--- config.mk ---
export PLATFORM = sky130hd
export DESIGN_NAME = cbt_front_flat
export DESIGN_NICKNAME = d
export VERILOG_FILES = /design/src/hdl/cbt_pkg.sv /design/src/hdl/cbt_if.sv /design/src/hdl/cbt_front.sv /design/src/flat_wrapper.sv
export SDC_FILE = /design/constraint.sdc
export NUM_CORES = 1
export LEC_CHECK = 0
export ABC_AREA = 1
export BUFFER_PORTS_ARGS = -buffer_cell sky130_fd_sc_hd__buf_2
export CORE_AREA = 5 5 239 241
export DETAILED_ROUTE_END_ITERATION = 10
export DIE_AREA = 0 0 244 246
export MAX_ROUTING_LAYER = met4
export SLEW_MARGIN = 20
export SYNTH_ARGS = -nofsm -noshare
export SYNTH_HDL_FRONTEND = slang
export SYNTH_SLANG_ARGS = --single-unit
--- constraint.sdc ---
create_clock -name clk -period 4.9 [get_ports clk]
set_input_delay 0.735 -clock clk [delete_from_list [all_inputs] [get_ports clk]]
set_output_delay 0.735 -clock clk [all_outputs]
set_load 0.1 [all_outputs]
--- src/hdl/cbt_pkg.sv ---
// ----------------------------------------------------------------------------
// cbt_pkg: shared types and constants of the cubic Bezier tessellator
// Payload structs, queue entry, lane control, state codes and the
// per-segment-count parameter step table.
// ----------------------------------------------------------------------------
package cbt_pkg;

    localparam int COORD_W      = 24;   // signed Q16.8 coordinate
    localparam int T_W          = 17;   // Q0.16 parameter, 65536 included
    localparam int T_FRAC       = 16;
    localparam int HALF_W       = 32;   // multiplier chunk width
    localparam int DIFF_W       = 64;   // difference register, two chunks
    localparam int ACC_W        = 72;   // exact numerator, modulo 2^72
    localparam int OUT_SHIFT    = 48;
    localparam int NUM_PTS      = 4;
    localparam int CNT_W        = 6;    // segment count and point counter
    localparam int SEGIDX_W     = 5;
    localparam int REM_W        = 5;

    localparam int MAX_SEGMENTS = 32;
    localparam int ARRAY_BOUND  = 32;
    localparam int SEG_LIMIT    = (MAX_SEGMENTS < ARRAY_BOUND) ? MAX_SEGMENTS : ARRAY_BOUND;

    localparam logic [CNT_W-1:0] SEG_COUNT_RESET = 6'd16;
    localparam logic [T_W-1:0]   T_ONE           = 17'h10000;

    typedef logic signed [COORD_W-1:0] coord_t;

    typedef struct packed {
        coord_t ctrl0_x;
        coord_t ctrl0_y;
        coord_t ctrl0_z;
        coord_t ctrl1_x;
        coord_t ctrl1_y;
        coord_t ctrl1_z;
        coord_t ctrl2_x;
        coord_t ctrl2_y;
        coord_t ctrl2_z;
        coord_t ctrl3_x;
        coord_t ctrl3_y;
        coord_t ctrl3_z;
    } curve_t;

    typedef struct packed {
        coord_t                seg_start_x;
        coord_t                seg_start_y;
        coord_t                seg_start_z;
        coord_t                seg_end_x;
        coord_t                seg_end_y;
        coord_t                seg_end_z;
        logic [SEGIDX_W-1:0]   segment_index;
        logic                  last_segment;
    } segment_t;

    // Parameter step: t advances by q, plus one when the remainder wraps.
    typedef struct packed {
        logic [T_W-1:0]   q;
        logic [REM_W-1:0] r;
    } seg_step_t;

    typedef struct packed {
        curve_t           pts;
        logic [CNT_W-1:0] n;
        seg_step_t        step;
    } job_t;

    typedef enum logic [2:0] {
        LOP_IDLE,
        LOP_LOAD,
        LOP_DIFF,
        LOP_MLO,
        LOP_MHI,
        LOP_ADD,
        LOP_ROT,
        LOP_ROUND
    } lane_op_t;

    typedef struct packed {
        lane_op_t       op;
        logic [T_W-1:0] t;
    } lane_ctrl_t;

    typedef enum logic [3:0] {
        BK_IDLE,
        BK_LOAD,
        BK_DIFF,
        BK_MLO,
        BK_MHI,
        BK_ADD,
        BK_ROT,
        BK_ROUND,
        BK_STEP
    } back_state_t;

    // 65536 = q*n + r for each legal segment count n.
    function automatic seg_step_t seg_step(input logic [CNT_W-1:0] n);
        seg_step_t s;
        case (n)
            6'd1:    s = '{17'd65536, 5'd0};
            6'd2:    s = '{17'd32768, 5'd0};
            6'd3:    s = '{17'd21845, 5'd1};
            6'd4:    s = '{17'd16384, 5'd0};
            6'd5:    s = '{17'd13107, 5'd1};
            6'd6:    s = '{17'd10922, 5'd4};
            6'd7:    s = '{17'd9362,  5'd2};
            6'd8:    s = '{17'd8192,  5'd0};
            6'd9:    s = '{17'd7281,  5'd7};
            6'd10:   s = '{17'd6553,  5'd6};
            6'd11:   s = '{17'd5957,  5'd9};
            6'd12:   s = '{17'd5461,  5'd4};
            6'd13:   s = '{17'd5041,  5'd3};
            6'd14:   s = '{17'd4681,  5'd2};
            6'd15:   s = '{17'd4369,  5'd1};
            6'd16:   s = '{17'd4096,  5'd0};
            6'd17:   s = '{17'd3855,  5'd1};
            6'd18:   s = '{17'd3640,  5'd16};
            6'd19:   s = '{17'd3449,  5'd5};
            6'd20:   s = '{17'd3276,  5'd16};
            6'd21:   s = '{17'd3120,  5'd16};
            6'd22:   s = '{17'd2978,  5'd20};
            6'd23:   s = '{17'd2849,  5'd9};
            6'd24:   s = '{17'd2730,  5'd16};
            6'd25:   s = '{17'd2621,  5'd11};
            6'd26:   s = '{17'd2520,  5'd16};
            6'd27:   s = '{17'd2427,  5'd7};
            6'd28:   s = '{17'd2340,  5'd16};
            6'd29:   s = '{17'd2259,  5'd25};
            6'd30:   s = '{17'd2184,  5'd16};
            6'd31:   s = '{17'd2114,  5'd2};
            6'd32:   s = '{17'd2048,  5'd0};
            default: s = '{17'd65536, 5'd0};
        endcase
        return s;
    endfunction

endpackage

--- src/hdl/cbt_if.sv ---
// ----------------------------------------------------------------------------
// cbt_if: channel interfaces of the cubic Bezier tessellator
// Valid/ready channels for configuration, curve items and segment items.
// ----------------------------------------------------------------------------
interface cbt_cfg_if;
    import cbt_pkg::*;

    logic             valid;
    logic             ready;
    logic [CNT_W-1:0] segment_count;

    modport source (output valid, output segment_count, input ready);
    modport sink   (input valid, input segment_count, output ready);
endinterface

interface cbt_curve_if;
    import cbt_pkg::*;

    logic   valid;
    logic   ready;
    curve_t data;

    modport source (output valid, output data, input ready);
    modport sink   (input valid, input data, output ready);
endinterface


--- src/hdl/cbt_front.sv ---
// ----------------------------------------------------------------------------
// cbt_front: intake of the tessellator
// Holds the segment count register, clamps it and looks up the parameter
// step, and pushes each accepted curve item as a job into the queue.
// ----------------------------------------------------------------------------
module cbt_front (
    input  logic           clk,
    input  logic           rst_n,
    cbt_cfg_if.sink        cfg,
    cbt_curve_if.sink      curve,
    input  logic           full,
    output logic           push,
    output cbt_pkg::job_t  job
);
    import cbt_pkg::*;

    logic [CNT_W-1:0] seg_count_reg;
    logic [CNT_W-1:0] seg_count_next;
    logic [CNT_W-1:0] n_clamped;

    assign cfg.ready = 1'b1;

    always_comb
    begin
        seg_count_next = seg_count_reg;
        if (cfg.valid)
        begin
            seg_count_next = cfg.segment_count;
        end
    end

    always_ff @(posedge clk or negedge rst_n)
    begin
        if (!rst_n)
        begin
            seg_count_reg <= SEG_COUNT_RESET;
        end
        else
        begin
            seg_count_reg <= seg_count_next;
        end
    end

    // zero means one segment; saturate at the table bound
    always_comb
    begin
        if (seg_count_reg == '0)
        begin
            n_clamped = CNT_W'(1);
        end
        else if (seg_count_reg > CNT_W'(SEG_LIMIT))
        begin
            n_clamped = CNT_W'(SEG_LIMIT);
        end
        else
        begin
            n_clamped = seg_count_reg;
        end
    end

    assign curve.ready = !full;
    assign push        = curve.valid && !full;
    assign job.pts     = curve.data;
    assign job.n       = n_clamped;
    assign job.step    = seg_step(n_clamped);

endmodule

--- src/flat_wrapper.sv ---
// flat-port wrapper written by rule: the top's interface ports become plain ports
module cbt_front_flat import cbt_pkg::*;
  (clk, rst_n, full, push, job, cfg_valid, cfg_segment_count, cfg_ready, curve_valid, curve_data, curve_ready);
  cbt_cfg_if cfg_i ();
  cbt_curve_if curve_i ();
  input  logic clk;
  input  logic rst_n;
  input  logic full;
  output logic push;
  output cbt_pkg::job_t job;
  input wire logic [$bits(cfg_i.valid)-1:0] cfg_valid;
  input wire logic [$bits(cfg_i.segment_count)-1:0] cfg_segment_count;
  output wire logic [$bits(cfg_i.ready)-1:0] cfg_ready;
  input wire logic [$bits(curve_i.valid)-1:0] curve_valid;
  input wire logic [$bits(curve_i.data)-1:0] curve_data;
  output wire logic [$bits(curve_i.ready)-1:0] curve_ready;
  assign cfg_i.valid = cfg_valid;
  assign cfg_i.segment_count = cfg_segment_count;
  assign cfg_ready = cfg_i.ready;
  assign curve_i.valid = curve_valid;
  assign curve_i.data = curve_data;
  assign curve_ready = curve_i.ready;
  cbt_front u_core (.clk(clk), .rst_n(rst_n), .cfg(cfg_i), .curve(curve_i), .full(full), .push(push), .job(job));
endmodule
# Word-level counts from Yosys, hierarchy flattened
# Memories as Yosys holds them, arrays and structs flattened.
# Cells that the tools add are included.
# W data, S select, Z words.
# word_totals
regBits	6
romBits	1408
in_bits	299
output_inout_bits	319
elab_cells	8
mem_count	1
# classes
magnitude_cmp	1
muxes	2
reduce_logical	3
# mem_list
name	words	width	rd	rd_clocked_by_memory_dff	wr	line_no	rtl
(no name shown)	64	22	1	0	0	cbt_pkg.sv:98	case (n)
# ops
operator	count
$mux W6	2
$gt A6 B6 Y1 const B	1
$logic_not A6 Y1	1
$logic_and A1 B1 Y1	1
$logic_not A1 Y1	1

# Depth between registers and ports, before layout
# An unclocked memory read counts as a cell.
# logic_depth
depth_word	4
ltp_mapped	14
ltp_nobuf	14

# Worst setup path before layout
# OpenSTA, ideal clock, no wires.
# synth_timing
path_kind	register to output
from	reg u_core.seg_count_reg[2]
to	out job[7] (netlist bit)
t_arrival_ps	4396
required_ps	4165
setup_slack_ps	-231
path_stages_with_launch	11
path_buffers	0
path_cell_list	dfrtp_1 -> inv_2 -> nand3_1 -> nand2_1 -> nand2_2 -> inv_1 -> ha_1 -> inv_1 -> nor2_1 -> nor2_1 -> o32ai_1
# synth_rtl
element	line_no	rtl
start, declared	cbt_front.sv:17	logic [CNT_W-1:0] seg_count_reg;
start signal, assigned	cbt_front.sv:40	seg_count_reg <= seg_count_next;
end, declared	flat_wrapper.sv:10	output cbt_pkg::job_t job;

==> metrics.txt <==
Layout Area Growth over Synthesis -31.8%; post-detailed-route count of antenna-violating nets 0; largest stage delay on the critical path 0.79 ns; primary flip-flop cell chosen by synthesis mapping dfrtp_1; Critical Path End Type primary output; Setup CP Type flop to primary output; Worst Tran Pin Value 0.875 ns; commonest non-fill, non-tap cells in the layout nand2_1 (49), buf_2 (40), nor2_1 (26); Vert. Die Dim between 200 and 250 um; CTS clk-pin slew, worst paths 0.03 ns; Die Wd 244 um; final max-slew violation count 0; highest clock rate 0.250 GHz; critical path required time 4.16 ns; fraction of final layout cells sized beyond drive strength 1 a little over a quarter; num ports 618; Max VDD drop 0.000102 V; area of the core 54700 um2; vias in the first global route around 2100; Root Buffer Master clkbuf_16; post-DR wirelength/cell 18.2 um; relative max-transition margin between 40% and 50%; Total Die Area between 60000 and 70000 um2; Max-Cap Viols 0; count of placed standard cells including taps between 900 and 1000; count of endpoints failing setup in the final report 0; number of flops mapped to enable cells by yosys 0; final critical path time including I/O delays and setup 3.99 ns; crit path buf inv count 2; Net Count, Synth 802; routed vias/inst 2.15; placement row count 86; number of buffers inserted during clock tree synthesis 3; cells along the critical path nor2_2, inv_2, o21ai_1, o21ai_1, o22ai_1, buf_2; TritonCTS clock tree built; clock sink count 6; First DRT Iteration DRCs 107; total congestion overflow after global routing 0; syn avg cell area 6.78 um2; first-pass GRT wire length ~21 mm; Post-Route Setup TNS 0 ns; number of iterations in the first detailed-routing pass 4; outcome complete, no violations; detailed-route via count 2037; post-route core utilization between 4 and 5%; most common cell after layout, fill and taps aside nand2_1; total count of hold-check failures in the final report 0; antenna violations before repair 7; total routing resource utilization after global routing 5.40%; most repeated library cell on the critical path o21ai_1; worst hold slack after final layout roughly 0.34 ns; slowest cell on the critical path nor2_2; non-filler cells in the finished layout 946; total number of yosys warnings 0; instance count of the mapped netlist ~500; fin nets 549; maximum number of pins on one net before global-route repair 22; share of the yosys chip area belonging to registers 4.51%; post-cts resize count 0; unrepaired setup endpoints after global routing no; Skew-Pair Late Insertion Delay 0.23 ns; number of levels the H-tree was split into 1; post-route fraction of the period consumed by the critical path 81.5%; leak pwr 0.817 nW; Detail Placement HPWL 15.1 mm; Mapped Area approximately 3400 um2; number of register bits inferred by synthesis 6; max FFs per register 6; sum of routed wire length over all layers approximately 17 mm; startpoint type of the worst setup path flop; remaining design rule violation count 0; arrival time worst endpoint 3.26 ns; Hold-fix buffers, CTS 0; class of the tightest hold or removal check input pin to async pin; CP max FO 21; total power per unit cell area 293 nW/um2; Initial Util under 10%; Unique masters post-synth 30; placer congestion estimate 0.752; count of input and output buffers 40; Synth async-reset ratio 100%; overall power after layout about 0.00067 W; worst-case clock skew 0 ns; number of setup buffers added after CTS 0; maximum buffer depth of the clock tree 2; family with the most delay on the worst path buffers and inverters
-- final timing paths --
kind / start / end / slack (ns) / cells after the start
max in group asynchronous: rst_n / u_core.seg_count_reg[4]$_DFFE_PN1P_ / 4.33 / 1
setup reg to reg: u_core.seg_count_reg[5]$_DFFE_PN0P_ / u_core.seg_count_reg[5]$_DFFE_PN0P_ / 3.79 / 2
hold / removal: rst_n / u_core.seg_count_reg[2]$_DFFE_PN0P_ / 0.34 / 1
hold reg to reg: u_core.seg_count_reg[4]$_DFFE_PN1P_ / u_core.seg_count_reg[4]$_DFFE_PN1P_ / 0.57 / 2
setup / recovery: u_core.seg_count_reg[5]$_DFFE_PN0P_ / job[1] / 0.91 / 6
min in group clk: u_core.seg_count_reg[4]$_DFFE_PN1P_ / u_core.seg_count_reg[4]$_DFFE_PN1P_ / 0.57 / 2
-- per-layer routing --
layer	track usage (%)	share of wire, %	up-vias	wire length [um]
li1	-	-	742	-
met1	5.07	31	811	5380
met2	7.97	43	340	7370
met3	3.29	17	144	2880
met4	4.33	9.1	0	1570
met5	-	0	-	0
-- final cells by class --
cell class | count | area [um2]
well taps | 704 | 881
repair buffers | 41 | 208
clock buffers | 4 | 78.8
multi-input cells | 162 | 861
inverters | 28 | 108
diodes | 1 | 2.50
flip-flops and latches | 6 | 151
fillers | 6538 | 52400
-- report_power, final --
part           leakage, nW  total [W]  switching, W  internal [W]
Sequential          0.0712  0.0000658     0.0000109     0.0000549
Clock               0.0382   0.000134     0.0000265      0.000108
Combinational        0.708   0.000470      0.000398     0.0000721
Total                0.817   0.000671      0.000436      0.000235
-- through the flow --
step           setup WS [ns]  cell area, um2
2_1_floorplan          0.181            3370
3_3_place_gp            1.11            2210
3_5_place_dp            1.08            2210
4_1_cts                0.841            2290
5_1_grt                0.694            2290
6_report               0.906            2290
-- cell usage after synthesis, drive strengths merged, types with 2 or more instances --
cell	n	area (um2)
nand3	15	80.1
clkbuf	2	7.51
o21ai	27	135
o22ai	2	12.5
inv	28	108
nand2	54	225
nor2	31	156
buf	297	2240
ha	8	100
a21oi	12	60.1
dfrtp	5	125
o211ai	3	22.5
nor3	4	20.0
-- logic make-up after synthesis --
logic type,count (synthesis),synth area share (%)
buf+inv,327,70.1
simple gates,105,14.5
compound gates,48,7.79
fa+ha+maj,8,2.98
flops,6,4.51
other cells,1,0.112
Power figures use the tool's default switching activity.
