$ cat src/hdl/cbt_pkg.sv
// ----------------------------------------------------------------------------
// cbt_pkg: shared types and constants of the cubic Bezier tessellator
// Payload structs, queue entry, lane control, state codes and the
// per-segment-count parameter step table.
// ----------------------------------------------------------------------------
package cbt_pkg;

    localparam int COORD_W      = 24;   // signed Q16.8 coordinate
    localparam int T_W          = 17;   // Q0.16 parameter, 65536 included
    localparam int T_FRAC       = 16;
    localparam int HALF_W       = 32;   // multiplier chunk width
    localparam int DIFF_W       = 64;   // difference register, two chunks
    localparam int ACC_W        = 72;   // exact numerator, modulo 2^72
    localparam int OUT_SHIFT    = 48;
    localparam int NUM_PTS      = 4;
    localparam int CNT_W        = 6;    // segment count and point counter
    localparam int SEGIDX_W     = 5;
    localparam int REM_W        = 5;

    localparam int MAX_SEGMENTS = 32;
    localparam int ARRAY_BOUND  = 32;
    localparam int SEG_LIMIT    = (MAX_SEGMENTS < ARRAY_BOUND) ? MAX_SEGMENTS : ARRAY_BOUND;

    localparam logic [CNT_W-1:0] SEG_COUNT_RESET = 6'd16;
    localparam logic [T_W-1:0]   T_ONE           = 17'h10000;

    typedef logic signed [COORD_W-1:0] coord_t;

    typedef struct packed {
        coord_t ctrl0_x;
        coord_t ctrl0_y;
        coord_t ctrl0_z;
        coord_t ctrl1_x;
        coord_t ctrl1_y;
        coord_t ctrl1_z;
        coord_t ctrl2_x;
        coord_t ctrl2_y;
        coord_t ctrl2_z;
        coord_t ctrl3_x;
        coord_t ctrl3_y;
        coord_t ctrl3_z;
    } curve_t;

    typedef struct packed {
        coord_t                seg_start_x;
        coord_t                seg_start_y;
        coord_t                seg_start_z;
        coord_t                seg_end_x;
        coord_t                seg_end_y;
        coord_t                seg_end_z;
        logic [SEGIDX_W-1:0]   segment_index;
        logic                  last_segment;
    } segment_t;

    // Parameter step: t advances by q, plus one when the remainder wraps.
    typedef struct packed {
        logic [T_W-1:0]   q;
        logic [REM_W-1:0] r;
    } seg_step_t;

    typedef struct packed {
        curve_t           pts;
        logic [CNT_W-1:0] n;
        seg_step_t        step;
    } job_t;

    typedef enum logic [2:0] {
        LOP_IDLE,
        LOP_LOAD,
        LOP_DIFF,
        LOP_MLO,
        LOP_MHI,
        LOP_ADD,
        LOP_ROT,
        LOP_ROUND
    } lane_op_t;

    typedef struct packed {
        lane_op_t       op;
        logic [T_W-1:0] t;
    } lane_ctrl_t;

    typedef enum logic [3:0] {
        BK_IDLE,
        BK_LOAD,
        BK_DIFF,
        BK_MLO,
        BK_MHI,
        BK_ADD,
        BK_ROT,
        BK_ROUND,
        BK_STEP
    } back_state_t;

    // 65536 = q*n + r for each legal segment count n.
    function automatic seg_step_t seg_step(input logic [CNT_W-1:0] n);
        seg_step_t s;
        case (n)
            6'd1:    s = '{17'd65536, 5'd0};
            6'd2:    s = '{17'd32768, 5'd0};
            6'd3:    s = '{17'd21845, 5'd1};
            6'd4:    s = '{17'd16384, 5'd0};
            6'd5:    s = '{17'd13107, 5'd1};
            6'd6:    s = '{17'd10922, 5'd4};
            6'd7:    s = '{17'd9362,  5'd2};
            6'd8:    s = '{17'd8192,  5'd0};
            6'd9:    s = '{17'd7281,  5'd7};
            6'd10:   s = '{17'd6553,  5'd6};
            6'd11:   s = '{17'd5957,  5'd9};
            6'd12:   s = '{17'd5461,  5'd4};
            6'd13:   s = '{17'd5041,  5'd3};
            6'd14:   s = '{17'd4681,  5'd2};
            6'd15:   s = '{17'd4369,  5'd1};
            6'd16:   s = '{17'd4096,  5'd0};
            6'd17:   s = '{17'd3855,  5'd1};
            6'd18:   s = '{17'd3640,  5'd16};
            6'd19:   s = '{17'd3449,  5'd5};
            6'd20:   s = '{17'd3276,  5'd16};
            6'd21:   s = '{17'd3120,  5'd16};
            6'd22:   s = '{17'd2978,  5'd20};
            6'd23:   s = '{17'd2849,  5'd9};
            6'd24:   s = '{17'd2730,  5'd16};
            6'd25:   s = '{17'd2621,  5'd11};
            6'd26:   s = '{17'd2520,  5'd16};
            6'd27:   s = '{17'd2427,  5'd7};
            6'd28:   s = '{17'd2340,  5'd16};
            6'd29:   s = '{17'd2259,  5'd25};
            6'd30:   s = '{17'd2184,  5'd16};
            6'd31:   s = '{17'd2114,  5'd2};
            6'd32:   s = '{17'd2048,  5'd0};
            default: s = '{17'd65536, 5'd0};
        endcase
        return s;
    endfunction

endpackage

$ cat src/hdl/cbt_queue.sv
// ----------------------------------------------------------------------------
// cbt_queue: job queue between intake and evaluator
// Small circular buffer of jobs; lets the intake run ahead of the back end.
// ----------------------------------------------------------------------------
module cbt_queue #(
    parameter int DEPTH = 2
) (
    input  logic           clk,
    input  logic           rst_n,
    input  logic           push,
    input  cbt_pkg::job_t  push_job,
    output logic           full,
    input  logic           pop,
    output cbt_pkg::job_t  pop_job,
    output logic           avail
);
    import cbt_pkg::*;

    localparam int PTR_W = $clog2(DEPTH);
    localparam int CNT_QW = $clog2(DEPTH + 1);

    job_t              entry_reg [DEPTH];
    logic [PTR_W-1:0]  wr_ptr_reg;
    logic [PTR_W-1:0]  wr_ptr_next;
    logic [PTR_W-1:0]  rd_ptr_reg;
    logic [PTR_W-1:0]  rd_ptr_next;
    logic [CNT_QW-1:0] count_reg;
    logic [CNT_QW-1:0] count_next;

    assign full    = (count_reg == CNT_QW'(DEPTH));
    assign avail   = (count_reg != '0);
    assign pop_job = entry_reg[rd_ptr_reg];

    always_comb
    begin
        wr_ptr_next = wr_ptr_reg;
        rd_ptr_next = rd_ptr_reg;
        count_next  = count_reg;
        if (push)
        begin
            wr_ptr_next = (wr_ptr_reg == PTR_W'(DEPTH - 1)) ? '0 : PTR_W'(wr_ptr_reg + 1'b1);
        end
        if (pop)
        begin
            rd_ptr_next = (rd_ptr_reg == PTR_W'(DEPTH - 1)) ? '0 : PTR_W'(rd_ptr_reg + 1'b1);
        end
        if (push && !pop)
        begin
            count_next = CNT_QW'(count_reg + 1'b1);
        end
        else if (pop && !push)
        begin
            count_next = CNT_QW'(count_reg - 1'b1);
        end
    end

    always_ff @(posedge clk or negedge rst_n)
    begin
        if (!rst_n)
        begin
            wr_ptr_reg <= '0;
            rd_ptr_reg <= '0;
            count_reg  <= '0;
        end
        else
        begin
            wr_ptr_reg <= wr_ptr_next;
            rd_ptr_reg <= rd_ptr_next;
            count_reg  <= count_next;
        end
    end

    always_ff @(posedge clk)
    begin
        if (push)
        begin
            entry_reg[wr_ptr_reg] <= push_job;
        end
    end

    a_no_push_when_full: assert property (@(posedge clk) disable iff (!rst_n)
        push |-> !full)
        else $error("job pushed into a full queue");

    a_no_pop_when_empty: assert property (@(posedge clk) disable iff (!rst_n)
        pop |-> avail)
        else $error("job popped from an empty queue");

endmodule

$ cat config.mk
export PLATFORM = sky130hd
export DESIGN_NAME = cbt_queue
export DESIGN_NICKNAME = d
export VERILOG_FILES = /design/src/hdl/cbt_pkg.sv /design/src/hdl/cbt_queue.sv
export SDC_FILE = /design/constraint.sdc
export NUM_CORES = 1
export LEC_CHECK = 0
export ABC_AREA = 1
export BUFFER_PORTS_ARGS = -buffer_cell sky130_fd_sc_hd__buf_2
export CAP_MARGIN = 20
export CORE_AREA = 8 8 242 244
export CTS_CLUSTER_DIAMETER = 30
export DETAILED_ROUTE_END_ITERATION = 8
export DIE_AREA = 0 0 250 252
export PLACE_DENSITY = 0.68
export SKIP_LAST_GASP = 1
export SLEW_MARGIN = 20
export SYNTH_ARGS = -nofsm -noshare
export SYNTH_HDL_FRONTEND = slang
export SYNTH_SLANG_ARGS = --single-unit
$ cat constraint.sdc
create_clock -name clk -period 18.95 [get_ports clk]
set_input_delay 3.79 -clock clk [delete_from_list [all_inputs] [get_ports clk]]
set_output_delay 3.79 -clock clk [all_outputs]
set_load 0.02 [all_outputs]
Yosys cells after proc, flatten, opt, wreduce, memory -nomap -nowiden. Memories as Yosys holds them, arrays and structs flattened. Cells that the tools add are included.

Flip-flop bits (word level): 4. Bits in latches: 0. Bits in writable memories: 632. Memory bits (read-only): 0. Memories: 1.

Add/subtract/negate cells: 4. Multipliers: 0. Div/mod/pow operators: 0. Order comparisons: 0. Eq/ne operators: 1. Shift operators: 0. Muxes and demuxes: 6. Bitwise gates (word level): 0. Reductions and logical operators: 6.

Memories: entry_reg (depth 2, width 316, read ports 1, clocked after Yosys merged registers in 0, wr ports 1, RTL line cbt_queue.sv:22) `job_t entry_reg [DEPTH];`.

Operator list (number): $mux W1 (4); $mux W2 (2); $reduce_bool A2 Y1 (2); $add A1 B1 Y1 const B (2); $add A2 B1 Y2 const B (1); $eq A2 B2 Y1 const B (1); $logic_and A1 B1 Y1 (2); $logic_not A1 Y1 (2); $sub A2 B1 Y2 const B (1).

Depth between registers and ports, before layout. Gate-level depths: netlist (run 1).

Depth in word-level cells: 4. Mapped depth: 7. Depth with buffers taken out: 7.

Least setup slack after synthesis (run 1). Ideal clock, no wire load.

Path type: input -> register. Start point: input port push. End point: memory entry_reg[0][0] (netlist bit), enable pin. Setup time: 1009 ps. Data arrival time: 17027 ps. Data required time: 17941 ps. Slack: 914 ps. Stages: 2. Path buffers: 0. Path through: inv_1 -> nor2_1.

Cells in the longest elaborated chain, start to end: 2.

Ends and longest elaborated chain: start: declaration (RTL line cbt_queue.sv:10) `input logic push,`; $mux W1 (RTL line cbt_queue.sv:75) `if (push)`; $mux W1 (implied by the code) (RTL line cbt_queue.sv:77) `entry_reg[wr_ptr_reg] <= push_job;`; end: declaration (RTL line cbt_queue.sv:22).

No other way between the ends.

==> metrics.log, run 1 <==
[metrics] CTS hold repair buffers: 0
[metrics] startpoint of the worst hold path: count_reg[1]$_DFFE_PN0P_
[metrics] starting utilization of the core area: 43.0%
[metrics] post-route cell area: 31300 sq um
[metrics] YS warnings: 0
[metrics] number of optimization iterations in the first detailed-route pass: 5
[metrics] critical path arrival: 4100 ps
[metrics] ratio of total power to cell area: 176 nW/um^2
[metrics] final setup violating endpoints: 0
[metrics] flip-flop and latch count after synthesis: 636
[metrics] Final Net Count: 2055
[metrics] port bufs: 637
[metrics] global-route wire length before repair: 81.9 mm
[metrics] number of cells upsized or downsized after cts: 0
[metrics] commonest cells after routing, fill and taps aside: 637 x sky130_fd_sc_hd__buf_2, 632 x sky130_fd_sc_hd__edfxtp_1, 186 x sky130_fd_sc_hd__mux2_2
[metrics] CTS tree: done
[metrics] footprint of the flip-flops and latches: 19100 sq um
[metrics] Max Clock Skew: 25.0 ps
[metrics] area enclosed by the die boundary: 63000 sq um
[metrics] starting DRC count in detailed routing: 652
[metrics] Num CTS Buffers: 113
[metrics] final weighted congestion of routability-driven global placement: 0.804
[metrics] final-layout worst hold slack: 481 ps
[metrics] total count of hold-check failures in the final report: 0
[metrics] Largest register FFs: 632
[metrics] detail-routed net length per standard cell: 22.6 microns
[metrics] Worst Reg-to-Reg Cells: 4
[metrics] area of the multi-input gates: 4130 sq um
[metrics] critical register-to-register path startpoint: wr_ptr_reg$_DFFE_PN0P_
[metrics] boundary pin count: 638
[metrics] number of max-capacitance violations reported: 0
[metrics] terminating pin of the worst hold path: count_reg[1]$_DFFE_PN0P_
[metrics] Synthesized Nets: 1329
[metrics] worst path required time: 15160 ps
[metrics] clock-pin slew on the worst setup and hold paths: 50 ps
[metrics] DRC Markers: 0
[metrics] max-slew violations: 0
[metrics] number of vias per cell: 4.84
[metrics] worst hold path stage count: 2
[metrics] filler instances: 4108
[metrics] insertion delay to the later sink of the worst-skew pair: 640 ps
[metrics] Post-Synthesis Cells: 1008
[metrics] number of sinks on the clock net: 636
[metrics] Mapped Avg Cell Area: 23.3 sq um
[metrics] Detailed Place HPWL: 40.3 mm
[metrics] clock tree buffer depth: 3
[metrics] global-route congestion overflow total: 0
[metrics] r2r endpoint: entry_reg[1][250]$_DFFE_PP_
[metrics] Total Neg Setup Slack: 0 ps
[metrics] category of the worst setup path launch point: flop
[metrics] signed area change from the synthesized netlist to the final layout: 33.4%
[metrics] largest net degree at the start of global routing: 158
[metrics] kind of end point of the critical path: primary output
[metrics] Total Power Consumption: 5.51 mW
[metrics] number of global-route vias before repair: 13200
[metrics] timing-limited maximum frequency: 0.127 GHz
[metrics] maximum level of the CTS H-tree: 3
[metrics] final critical path time including I/O delays and setup: 7890 ps
[metrics] WS Path Type: reg -> out
[metrics] cell area after placement: 27400 sq um
[metrics] DIE WIDTH: 250 microns
[metrics] remaining antenna violation count after routing: 0
[metrics] Netlist Area Pre-Place: 23500 sq um
[metrics] unrepaired setup endpoints after global routing: no
[metrics] wire length reported by the detailed router: 57.6 mm
[metrics] CP Max Fanout: 68
[metrics] setup slack of the worst register-to-register path: 15640 ps
[metrics] worst relative slew slack: 30.4%
[metrics] library cells used by synthesis: 15
[metrics] setup fix buffers added after clock tree synthesis: 0
[metrics] Lkg Pwr: 12.3 nW
[metrics] share of layout cells above drive strength 1: 63.1%
[metrics] Tot GR Track Use: 17.2%
[metrics] leading cell type in the layout, fill and taps excluded: sky130_fd_sc_hd__buf_2
[metrics] Placement Rows: 86
[metrics] Final Cycle Share: 41.7%
[metrics] Die H: 252 microns
[metrics] slew at the pin closest to its max-slew limit: 1040 ps
[metrics] share of synthesized area occupied by flip-flops and latches: 81.2%
[metrics] buffer type at the clock tree root: sky130_fd_sc_hd__clkbuf_16
[metrics] routed via count: 12300
[metrics] placeable core region: 54700 sq um
[metrics] outcome: finished, final reports clean
[metrics] Worst Hold Class: reg -> reg
[metrics] worst-case vdd ir drop: 195 uV
[metrics] number of antenna violations at the first check in global routing: 24
[metrics] Final Util: 57.3%
==> per-layer routing <==
layer	vias to the layer above	share of wire, %	track usage, %
li1	5566	-	-
met4	20	2.3	6.77
met1	6141	36	18.3
met2	504	53	29.8
met3	117	9.1	7.69
met5	-	0.22	0
==> critical path: stages (launching register included) <==
cell and delay [ps]:
sky130_fd_sc_hd__dfrtp_4 1070, sky130_fd_sc_hd__buf_4 850, sky130_fd_sc_hd__buf_4 870, sky130_fd_sc_hd__mux2_4 370, sky130_fd_sc_hd__buf_2 160
==> cells in the mapped netlist <==
| master | count | area share [%] |
|---|---|---|
| sky130_fd_sc_hd__edfxtp_1 | 632 | 81 |
| sky130_fd_sc_hd__mux2_2 | 186 | 8.9 |
| sky130_fd_sc_hd__mux2_4 | 130 | 8.3 |
| sky130_fd_sc_hd__buf_2 | 19 | 0.40 |
| sky130_fd_sc_hd__buf_6 | 15 | 0.72 |
| sky130_fd_sc_hd__inv_1 | 7 | 0.11 |
| sky130_fd_sc_hd__nand2_1 | 6 | 0.096 |
| sky130_fd_sc_hd__dfrtp_1 | 4 | 0.43 |
| sky130_fd_sc_hd__nor2_1 | 2 | 0.032 |
| sky130_fd_sc_hd__xor2_1 | 2 | 0.075 |
| sky130_fd_sc_hd__buf_4 | 1 | 0.032 |
| sky130_fd_sc_hd__ha_1 | 1 | 0.053 |
| sky130_fd_sc_hd__nand3_1 | 1 | 0.021 |
| sky130_fd_sc_hd__nand4_1 | 1 | 0.027 |
| sky130_fd_sc_hd__xnor2_1 | 1 | 0.037 |
==> per-stage QoR <==
| step | std cells | setup WS, ps |
|---|---|---|
| global placement | 2323 | 11820 |
| CTS | 2537 | 11020 |
| finish | 2553 | 11060 |
| floorplan | 1008 | 914 |
| detailed placement | 2323 | 11740 |
| global route | 2547 | 10860 |
==> logic make-up (layout without fill, tap and decap cells) <==
kind of cell / Yosys count / after routing / synth area share (%)
xor+xnor: 3 / 3 / 0.112
fa+ha+maj: 1 / 1 / 0.0532
buf+inv: 42 / 867 / 1.27
flops: 636 / 636 / 81.2
mux: 316 / 316 / 17.2
other cells: 0 / 16 / 0
simple gates: 10 / 10 / 0.176
==> final cells by class <==
cell class              instances  area share (%)
flip-flops and latches        636            60.9
multi-input cells             330            13.2
repair buffers                646            10.5
clock buffers                 124            9.22
clock inverters                90            3.19
well taps                     704            2.81
diodes                         16           0.128
inverters                       7           0.108
==> power breakdown <==
part | leakage (nW) | internal, mW | switching (mW)
clock network | 1.88 | 1.31 | 0.691
logic | 4.43 | 0.614 | 0.927
registers | 5.98 | 1.87 | 0.0914
total | 12.3 | 3.80 | 1.71
==> how the worst max path moves through the flow <==
stage / start / to / slack (ps) / cells past startpoint
2_1_floorplan: push / entry_reg[0][0]$_DFFE_PP_ / 910 / 2
3_3_place_gp: rd_ptr_reg$_DFFE_PN0P_ / pop_job[176] / 11820 / 4
3_5_place_dp: rd_ptr_reg$_DFFE_PN0P_ / pop_job[250] / 11740 / 4
4_1_cts: rd_ptr_reg$_DFFE_PN0P_ / pop_job[251] / 11020 / 4
5_1_grt: rd_ptr_reg$_DFFE_PN0P_ / pop_job[251] / 10860 / 4
6_report: rd_ptr_reg$_DFFE_PN0P_ / pop_job[251] / 11060 / 4
Power figures use the tool's default switching activity.
==> inputs of run 2 (changes only) <==
Settings changed: CORE_AREA 8 8 242 244 to 8 8 240 242, DIE_AREA 0 0 250 252 to 0 0 248 250, PLACE_DENSITY 0.68 to 0.71.
Clock period 18.95 ns to 6.6 ns, I/O delays scaled along.
==> run 2 against run 1 <==
Total power increased to 2.9 times the previous value. Final area decreased by 0.23%. Critical path depth decreased by 1. Global-route usage increased by 0.25 points. Cell count decreased by 0.67%. Worst setup slack got worse by 8700 ps. Worst hold slack got worse by 2.2 ps. Die area decreased by 1.6%. Critical endpoint is now pop_job[130]. Highest routed layer unchanged.
==> metrics.log, run 2 (same netlist as run 1, synthesis figures left out) <==
[metrics] WS Path Type: reg -> out
[metrics] filler instances: 3894 (-5.2%)
[metrics] buffer type at the clock tree root: sky130_fd_sc_hd__clkbuf_16
[metrics] worst-case vdd ir drop: 343 uV (+76%)
[metrics] number of vias per cell: 4.86 (+0.52%)
[metrics] category of the worst setup path launch point: flop
[metrics] share of layout cells above drive strength 1: 62.8% (-0.32 points)
[metrics] Final Net Count: 2051 (-0.19%)
[metrics] number of sinks on the clock net: 636 (unchanged)
[metrics] critical-path cell list: buf_12, mux2_2, buf_2
[metrics] area of the multi-input gates: 4130 sq um (unchanged)
[metrics] CTS hold repair buffers: 0 (unchanged)
[metrics] Die H: 250 microns (-0.79%)
[metrics] placeable core region: 53500 sq um (-2.1%)
[metrics] Largest register FFs: 632 (unchanged)
[metrics] critical path arrival: 2940 ps (-1160 ps)
[metrics] family with the most delay on the worst path: flip-flops
[metrics] port bufs: 637 (unchanged)
[metrics] worst path required time: 5280 ps (-9880 ps)
[metrics] Tot GR Track Use: 17.4% (+0.25 points)
[metrics] commonest cells after routing, fill and taps aside: 637 x sky130_fd_sc_hd__buf_2, 632 x sky130_fd_sc_hd__edfxtp_1, 186 x sky130_fd_sc_hd__mux2_2
[metrics] Total Neg Setup Slack: 0 ps (unchanged)
[metrics] footprint of the flip-flops and latches: 19100 sq um (unchanged)
[metrics] outcome: finished, final reports clean
[metrics] wire length reported by the detailed router: 56.3 mm (-2.2%)
[metrics] final critical path time including I/O delays and setup: 4260 ps
[metrics] r2r endpoint: entry_reg[1][210]$_DFFE_PP_
[metrics] setup fix buffers added after clock tree synthesis: 0 (unchanged)
[metrics] Worst Reg-to-Reg Cells: 5 (+1)
[metrics] Max Clock Skew: 15.7 ps (-9.30 ps)
[metrics] detail-routed net length per standard cell: 22.2 microns (-1.5%)
[metrics] Buffers & Inverters on Critical Path: 2 (-1)
[metrics] final weighted congestion of routability-driven global placement: 0.795 (-1.2%)
[metrics] Placement Rows: 85 (-1.2%)
[metrics] Final Cycle Share: 64.5%
[metrics] launch point of the critical path: rd_ptr_reg$_DFFE_PN0P_
[metrics] total count of hold-check failures in the final report: 0 (unchanged)
[metrics] signed area change from the synthesized netlist to the final layout: 33.0%
[metrics] global-route wire length before repair: 80.9 mm (-1.2%)
[metrics] ratio of total power to cell area: 502 nW/um^2 (+190%)
[metrics] slew at the pin closest to its max-slew limit: 1100 ps (+59.5 ps)
[metrics] final-layout worst hold slack: 479 ps (-2.24 ps)
[metrics] routed via count: 12300 (-0.15%)
[metrics] DIE WIDTH: 248 microns (-0.80%)
[metrics] number of global-route vias before repair: 13500 (+1.8%)
[metrics] largest net degree at the start of global routing: 177 (+12%)
[metrics] number of max-capacitance violations reported: 0 (unchanged)
[metrics] setup slack of the worst register-to-register path: 4010 ps (-11630 ps)
[metrics] number of cells upsized or downsized after cts: 0 (unchanged)
[metrics] worst relative slew slack: 26.4% (-4.0 points)
[metrics] remaining antenna violation count after routing: 0 (unchanged)
[metrics] unrepaired setup endpoints after global routing: no
[metrics] number of optimization iterations in the first detailed-route pass: 5 (unchanged)
[metrics] CP Max Fanout: 118 (+74%)
[metrics] timing-limited maximum frequency: 0.235 GHz
[metrics] final setup violating endpoints: 0 (unchanged)
[metrics] DRC Markers: 0 (unchanged)
[metrics] Worst Hold Class: reg -> reg
[metrics] max-slew violations: 0 (unchanged)
[metrics] insertion delay to the later sink of the worst-skew pair: 640 ps (about the same)
[metrics] critical register-to-register path startpoint: wr_ptr_reg$_DFFE_PN0P_
[metrics] maximum level of the CTS H-tree: 3 (unchanged)
[metrics] crit path max-delay cell type: sky130_fd_sc_hd__dfrtp_4
[metrics] maximum cell stage delay along the critical path: 980 ps (-90 ps)
[metrics] number of antenna violations at the first check in global routing: 22 (-8.3%)
[metrics] startpoint of the worst hold path: count_reg[1]$_DFFE_PN0P_
[metrics] clock-pin slew on the worst setup and hold paths: 50 ps (about the same)
[metrics] starting DRC count in detailed routing: 642 (-1.5%)
[metrics] worst hold path stage count: 2 (unchanged)
[metrics] area enclosed by the die boundary: 62000 sq um (-1.6%)
[metrics] leading cell type in the layout, fill and taps excluded: sky130_fd_sc_hd__buf_2
[metrics] boundary pin count: 638 (unchanged)
[metrics] CTS tree: done
[metrics] kind of end point of the critical path: primary output
[metrics] clock tree buffer depth: 3 (unchanged)
[metrics] starting utilization of the core area: 43.9% (+0.94 points)
[metrics] global-route congestion overflow total: 0 (unchanged)
[metrics] Lkg Pwr: 12.2 nW (-0.37%)
[metrics] Num CTS Buffers: 108 (-4.4%)
[metrics] Detailed Place HPWL: 38.6 mm (-4.3%)
[metrics] terminating pin of the worst hold path: count_reg[1]$_DFFE_PN0P_
==> run 2: cell types whose count changed in the layout (fill, tap and decap cells not counted) <==
cell,previous run,this run
sky130_fd_sc_hd__buf_12,2,5
sky130_fd_sc_hd__buf_16,0,1
sky130_fd_sc_hd__buf_4,7,4
sky130_fd_sc_hd__bufinv_16,15,18
sky130_fd_sc_hd__clkbuf_1,10,8
sky130_fd_sc_hd__clkbuf_16,114,109
sky130_fd_sc_hd__clkinv_1,12,15
sky130_fd_sc_hd__clkinv_16,2,0
sky130_fd_sc_hd__clkinv_2,27,19
sky130_fd_sc_hd__clkinv_4,9,8
sky130_fd_sc_hd__clkinvlp_4,13,11
sky130_fd_sc_hd__diode_2,16,20
sky130_fd_sc_hd__inv_16,1,3
sky130_fd_sc_hd__inv_8,2,0
==> run 2: worst max-delay path by stage <==
stage | end | slack, ps | cells past startpoint
finish | pop_job[130] | 2340 | 3
global route | pop_job[137] | 2170 | 3
detailed placement | entry_reg[1][211]$_DFFE_PP_ | 2710 | 5
global placement | entry_reg[1][211]$_DFFE_PP_ | 2700 | 5
CTS | pop_job[137] | 2250 | 3
floorplan | entry_reg[1][0]$_DFFE_PP_ | 70 | 2
==> run 2: area by class of cell <==
cell class / instances / share of cell area (%)
Multi-Input combinational cell: 330 / 13.2
Antenna cell: 20 / 0.160
Sequential cell: 636 / 61.0
Timing Repair Buffer: 647 / 10.7
Inverter: 7 / 0.0960
Tap cell: 696 / 2.78
Clock buffer: 117 / 8.82
Clock inverter: 83 / 3.20
==> run 2: worst min-delay path, cell delays in order (launching register included) <==
cell	delay, ps
sky130_fd_sc_hd__dfrtp_1	340
sky130_fd_sc_hd__nand2_1	50
sky130_fd_sc_hd__nand2_1	50
==> run 2: metrics by stage <==
step | utilization [%] | area, sq um | instances | setup WS (ps) | power, mW
final | 58.5 | 31300 | 2536 | 2340 | 15.7
after global routing | 58.4 | 31200 | 2525 | 2170 | 16.3
after CTS | 58.3 | 31200 | 2515 | 2250 | 15.9
after detailed placement | 51.3 | 27400 | 2315 | 2710 | 10.2
after global placement | 51.3 | 27400 | 2315 | 2700 | 10.1
after floorplan | - | 23500 | 1008 | 72.9 | 8.88
==> run 2: routing by layer <==
layer	wire (microns)	vias up	global-route usage [%]
met2	30600	497	31.9
met5	92	-	0
li1	-	5544	-
met3	5510	94	7.20
met4	1220	14	7.02
met1	18900	6180	17.1
==> run 2: report_power, final <==
group	internal (mW)	switching, mW	leakage (nW)
clock	3.73	1.90	1.82
sequential	5.38	0.243	5.98
combinational	1.77	2.68	4.45
total	10.9	4.82	12.2
==> inputs of run 3 (changes only) <==
Settings changed: CORE_AREA 8 8 240 242 to 8 8 242 244, DIE_AREA 0 0 248 250 to 0 0 250 252, PLACE_DENSITY 0.71 to 0.68.
Clock period 6.6 ns to 3.98 ns, I/O delays scaled along.
==> run 3 against run 2 <==
Critical path depth up 1. Total power up 71%. Non-clock buffer count up 17. Via count up 0.56%. Register-to-register slack worse by 2000 ps. Critical endpoint is now pop_job[128]. Largest cell class unchanged. Largest power group unchanged.
==> metrics.log, run 3 (same netlist as run 1, synthesis figures left out) <==
[metrics] worst relative slew slack: 51.4% (+25 points)
[metrics] number of cells upsized or downsized after cts: 0 (unchanged)
[metrics] Largest register FFs: 632 (unchanged)
[metrics] total count of hold-check failures in the final report: 0 (unchanged)
[metrics] clock-pin slew on the worst setup and hold paths: 50 ps (about the same)
[metrics] category of the worst setup path launch point: flop
[metrics] final-layout worst hold slack: 313 ps (-166 ps)
[metrics] Worst Hold Class: in -> reg
[metrics] Placement Rows: 86 (+1.2%)
[metrics] filler instances: 4029 (+3.5%)
[metrics] Final Net Count: 2078 (+1.3%)
[metrics] Switch Pwr: 8.32 mW (+73%)
[metrics] Final Cycle Share: 83.7%
[metrics] number of sinks on the clock net: 636 (unchanged)
[metrics] internal portion of total power: 18.6 mW (+71%)
[metrics] Total Power Consumption: 26.9 mW (+71%)
[metrics] Lkg Pwr: 12.5 nW (+2.2%)
[metrics] number of vias per cell: 4.81 (-1.2%)
[metrics] buffer type at the clock tree root: sky130_fd_sc_hd__clkbuf_16
[metrics] kind of end point of the critical path: primary output
[metrics] worst slack after detailed placement: 1330 ps (-1380 ps)
[metrics] setup fix buffers added after clock tree synthesis: 0 (unchanged)
[metrics] cell repeated most along the worst path: sky130_fd_sc_hd__buf_12
[metrics] port bufs: 637 (unchanged)
[metrics] commonest cells after routing, fill and taps aside: 637 x sky130_fd_sc_hd__buf_2, 632 x sky130_fd_sc_hd__edfxtp_1, 186 x sky130_fd_sc_hd__mux2_2
[metrics] starting utilization of the core area: 43.0% (-0.94 points)
[metrics] insertion delay to the later sink of the worst-skew pair: 660 ps (+20 ps)
[metrics] critical path arrival: 2530 ps (-410 ps)
[metrics] slew at the pin closest to its max-slew limit: 730 ps (-374 ps)
[metrics] critical-path cell list: buf_12, buf_12, mux2_2, buf_2
[metrics] leading cell type in the layout, fill and taps excluded: sky130_fd_sc_hd__buf_2
[metrics] Buffers & Inverters on Critical Path: 3 (+1)
[metrics] sequential group share of total power: 34.2% (-1.6 points)
[metrics] starting DRC count in detailed routing: 575 (-10%)
[metrics] remaining antenna violation count after routing: 0 (unchanged)
[metrics] number of global-route vias before repair: 13700 (+1.5%)
[metrics] maximum level of the CTS H-tree: 3 (unchanged)
[metrics] combinational fraction of design power: 28.6% (+0.2 points)
[metrics] final critical path time including I/O delays and setup: 3330 ps
[metrics] non-filler cells in the finished layout: 2580 (+1.7%)
[metrics] placeable core region: 54700 sq um (+2.2%)
[metrics] boundary pin count: 638 (unchanged)
[metrics] wire length reported by the detailed router: 58.2 mm (+3.3%)
[metrics] ratio of total power to cell area: 844 nW/um^2 (+68%)
[metrics] crit path max-delay cell type: sky130_fd_sc_hd__dfrtp_4
[metrics] routed via count: 12400 (+0.56%)
[metrics] final weighted congestion of routability-driven global placement: 0.793 (-0.23%)
[metrics] detail-routed net length per standard cell: 22.6 microns (+1.6%)
[metrics] Tot GR Track Use: 17.6% (+0.15 points)
[metrics] CP Max Fanout: 58 (-51%)
[metrics] largest net degree at the start of global routing: 109 (-38%)
[metrics] number of max-capacitance violations reported: 0 (unchanged)
[metrics] Total Neg Setup Slack: 0 ps (unchanged)
[metrics] DRC Markers: 0 (unchanged)
[metrics] worst-case vdd ir drop: 804 uV (+130%)
[metrics] global-route wire length before repair: 83.6 mm (+3.4%)
[metrics] DIE WIDTH: 250 microns (+0.81%)
[metrics] area enclosed by the die boundary: 63000 sq um (+1.6%)
[metrics] switching portion of total power: 30.9% (+0.22 points)
[metrics] number of antenna violations at the first check in global routing: 30 (+36%)
[metrics] CTS tree: done
[metrics] clock group share of total power: 37.2% (+1.3 points)
[metrics] maximum cell stage delay along the critical path: 580 ps (-400 ps)
[metrics] max-slew violations: 0 (unchanged)
[metrics] family with the most delay on the worst path: buffers and inverters
[metrics] share of layout cells above drive strength 1: 63.2% (+0.40 points)
[metrics] WS Path Type: reg -> out
[metrics] Max Clock Skew: 31.7 ps (+16.0 ps)
[metrics] global-route congestion overflow total: 0 (unchanged)
[metrics] signed area change from the synthesized netlist to the final layout: 35.7%
[metrics] Die H: 252 microns (+0.80%)
[metrics] worst path required time: 3180 ps (-2100 ps)
[metrics] DP Cell Count: 2340 (+1.1%)
[metrics] timing-limited maximum frequency: 0.300 GHz
[metrics] post-route worst setup slack: 650 ps (-1690 ps)
[metrics] footprint of the flip-flops and latches: 19100 sq um (unchanged)
[metrics] clock tree buffer depth: 3 (unchanged)
[metrics] Detailed Place HPWL: 41.3 mm (+7.1%)
[metrics] unrepaired setup endpoints after global routing: no
[metrics] final setup violating endpoints: 0 (unchanged)
[metrics] Num CTS Buffers: 118 (+9.3%)
[metrics] area of the multi-input gates: 4150 sq um (+0.39%)
[metrics] outcome: finished, final reports clean
[metrics] number of optimization iterations in the first detailed-route pass: 4 (-1)
## run 3: through the flow
step                utilization (%)  instance area (sq um)
floorplan                         -                  23500
global placement               50.7                  27700
detailed placement             50.7                  27700
CTS                            58.3                  31800
global route                   58.3                  31900
finish                         58.3                  31900
## run 3: final timing paths
check / startpoint / end / slack [ps] / depth (start not counted)
hold / removal: push_job[94] / entry_reg[0][94]$_DFFE_PP_ / 310 / 1
max in group asynchronous: rst_n / rd_ptr_reg$_DFFE_PN0P_ / 3370 / 2
hold reg to reg: count_reg[1]$_DFFE_PN0P_ / count_reg[1]$_DFFE_PN0P_ / 510 / 2
setup reg to reg: wr_ptr_reg$_DFFE_PN0P_ / entry_reg[1][257]$_DFFE_PP_ / 2020 / 3
min in group asynchronous: rst_n / rd_ptr_reg$_DFFE_PN0P_ / 470 / 2
setup / recovery: rd_ptr_reg$_DFFE_PN0P_ / pop_job[128] / 650 / 4
## run 3: power by group through the flow
stage	registers [mW]	clock network [mW]	logic (mW)
after detailed placement	9.34	0	7.80
after global routing	9.31	10.5	8.10
after floorplan	9.46	0	5.27
after CTS	9.22	10.2	7.84
after global placement	9.27	0	7.77
final	9.21	10.0	7.69
## run 3: repair_timing
item / 4_1_cts / 5_1_grt
hold endpoints to repair: 4 / 0
endpoints found under the setup margin: 0 / 0
hold buffers: 1 / 0
## run 3: worst reg2reg max path: cells and delay by family (launching register included)
kind	cells	cell delay, ps
buffers and inverters	2	850
flip-flops	1	510
AND/OR/NAND/NOR	1	70
## run 3: cell type report
class	count	share of cell area, %
Clock buffer	130	9.40
Timing Repair Buffer	664	11.2
Tap cell	704	2.76
Antenna cell	17	0.133
Sequential cell	636	59.8
Clock inverter	92	3.52
Inverter	7	0.133
Multi-Input combinational cell	330	13.0
## run 3: per-layer routing
metal | up-vias | wire length [microns] | GRT usage (%) | share of wire [%]
met2 | 504 | 30600 | 30.7 | 53
met3 | 120 | 5260 | 7.39 | 9.0
met4 | 20 | 1630 | 8.26 | 2.8
met1 | 6139 | 20600 | 18.3 | 35
met5 | - | 132 | 0 | 0.23
li1 | 5615 | - | - | -
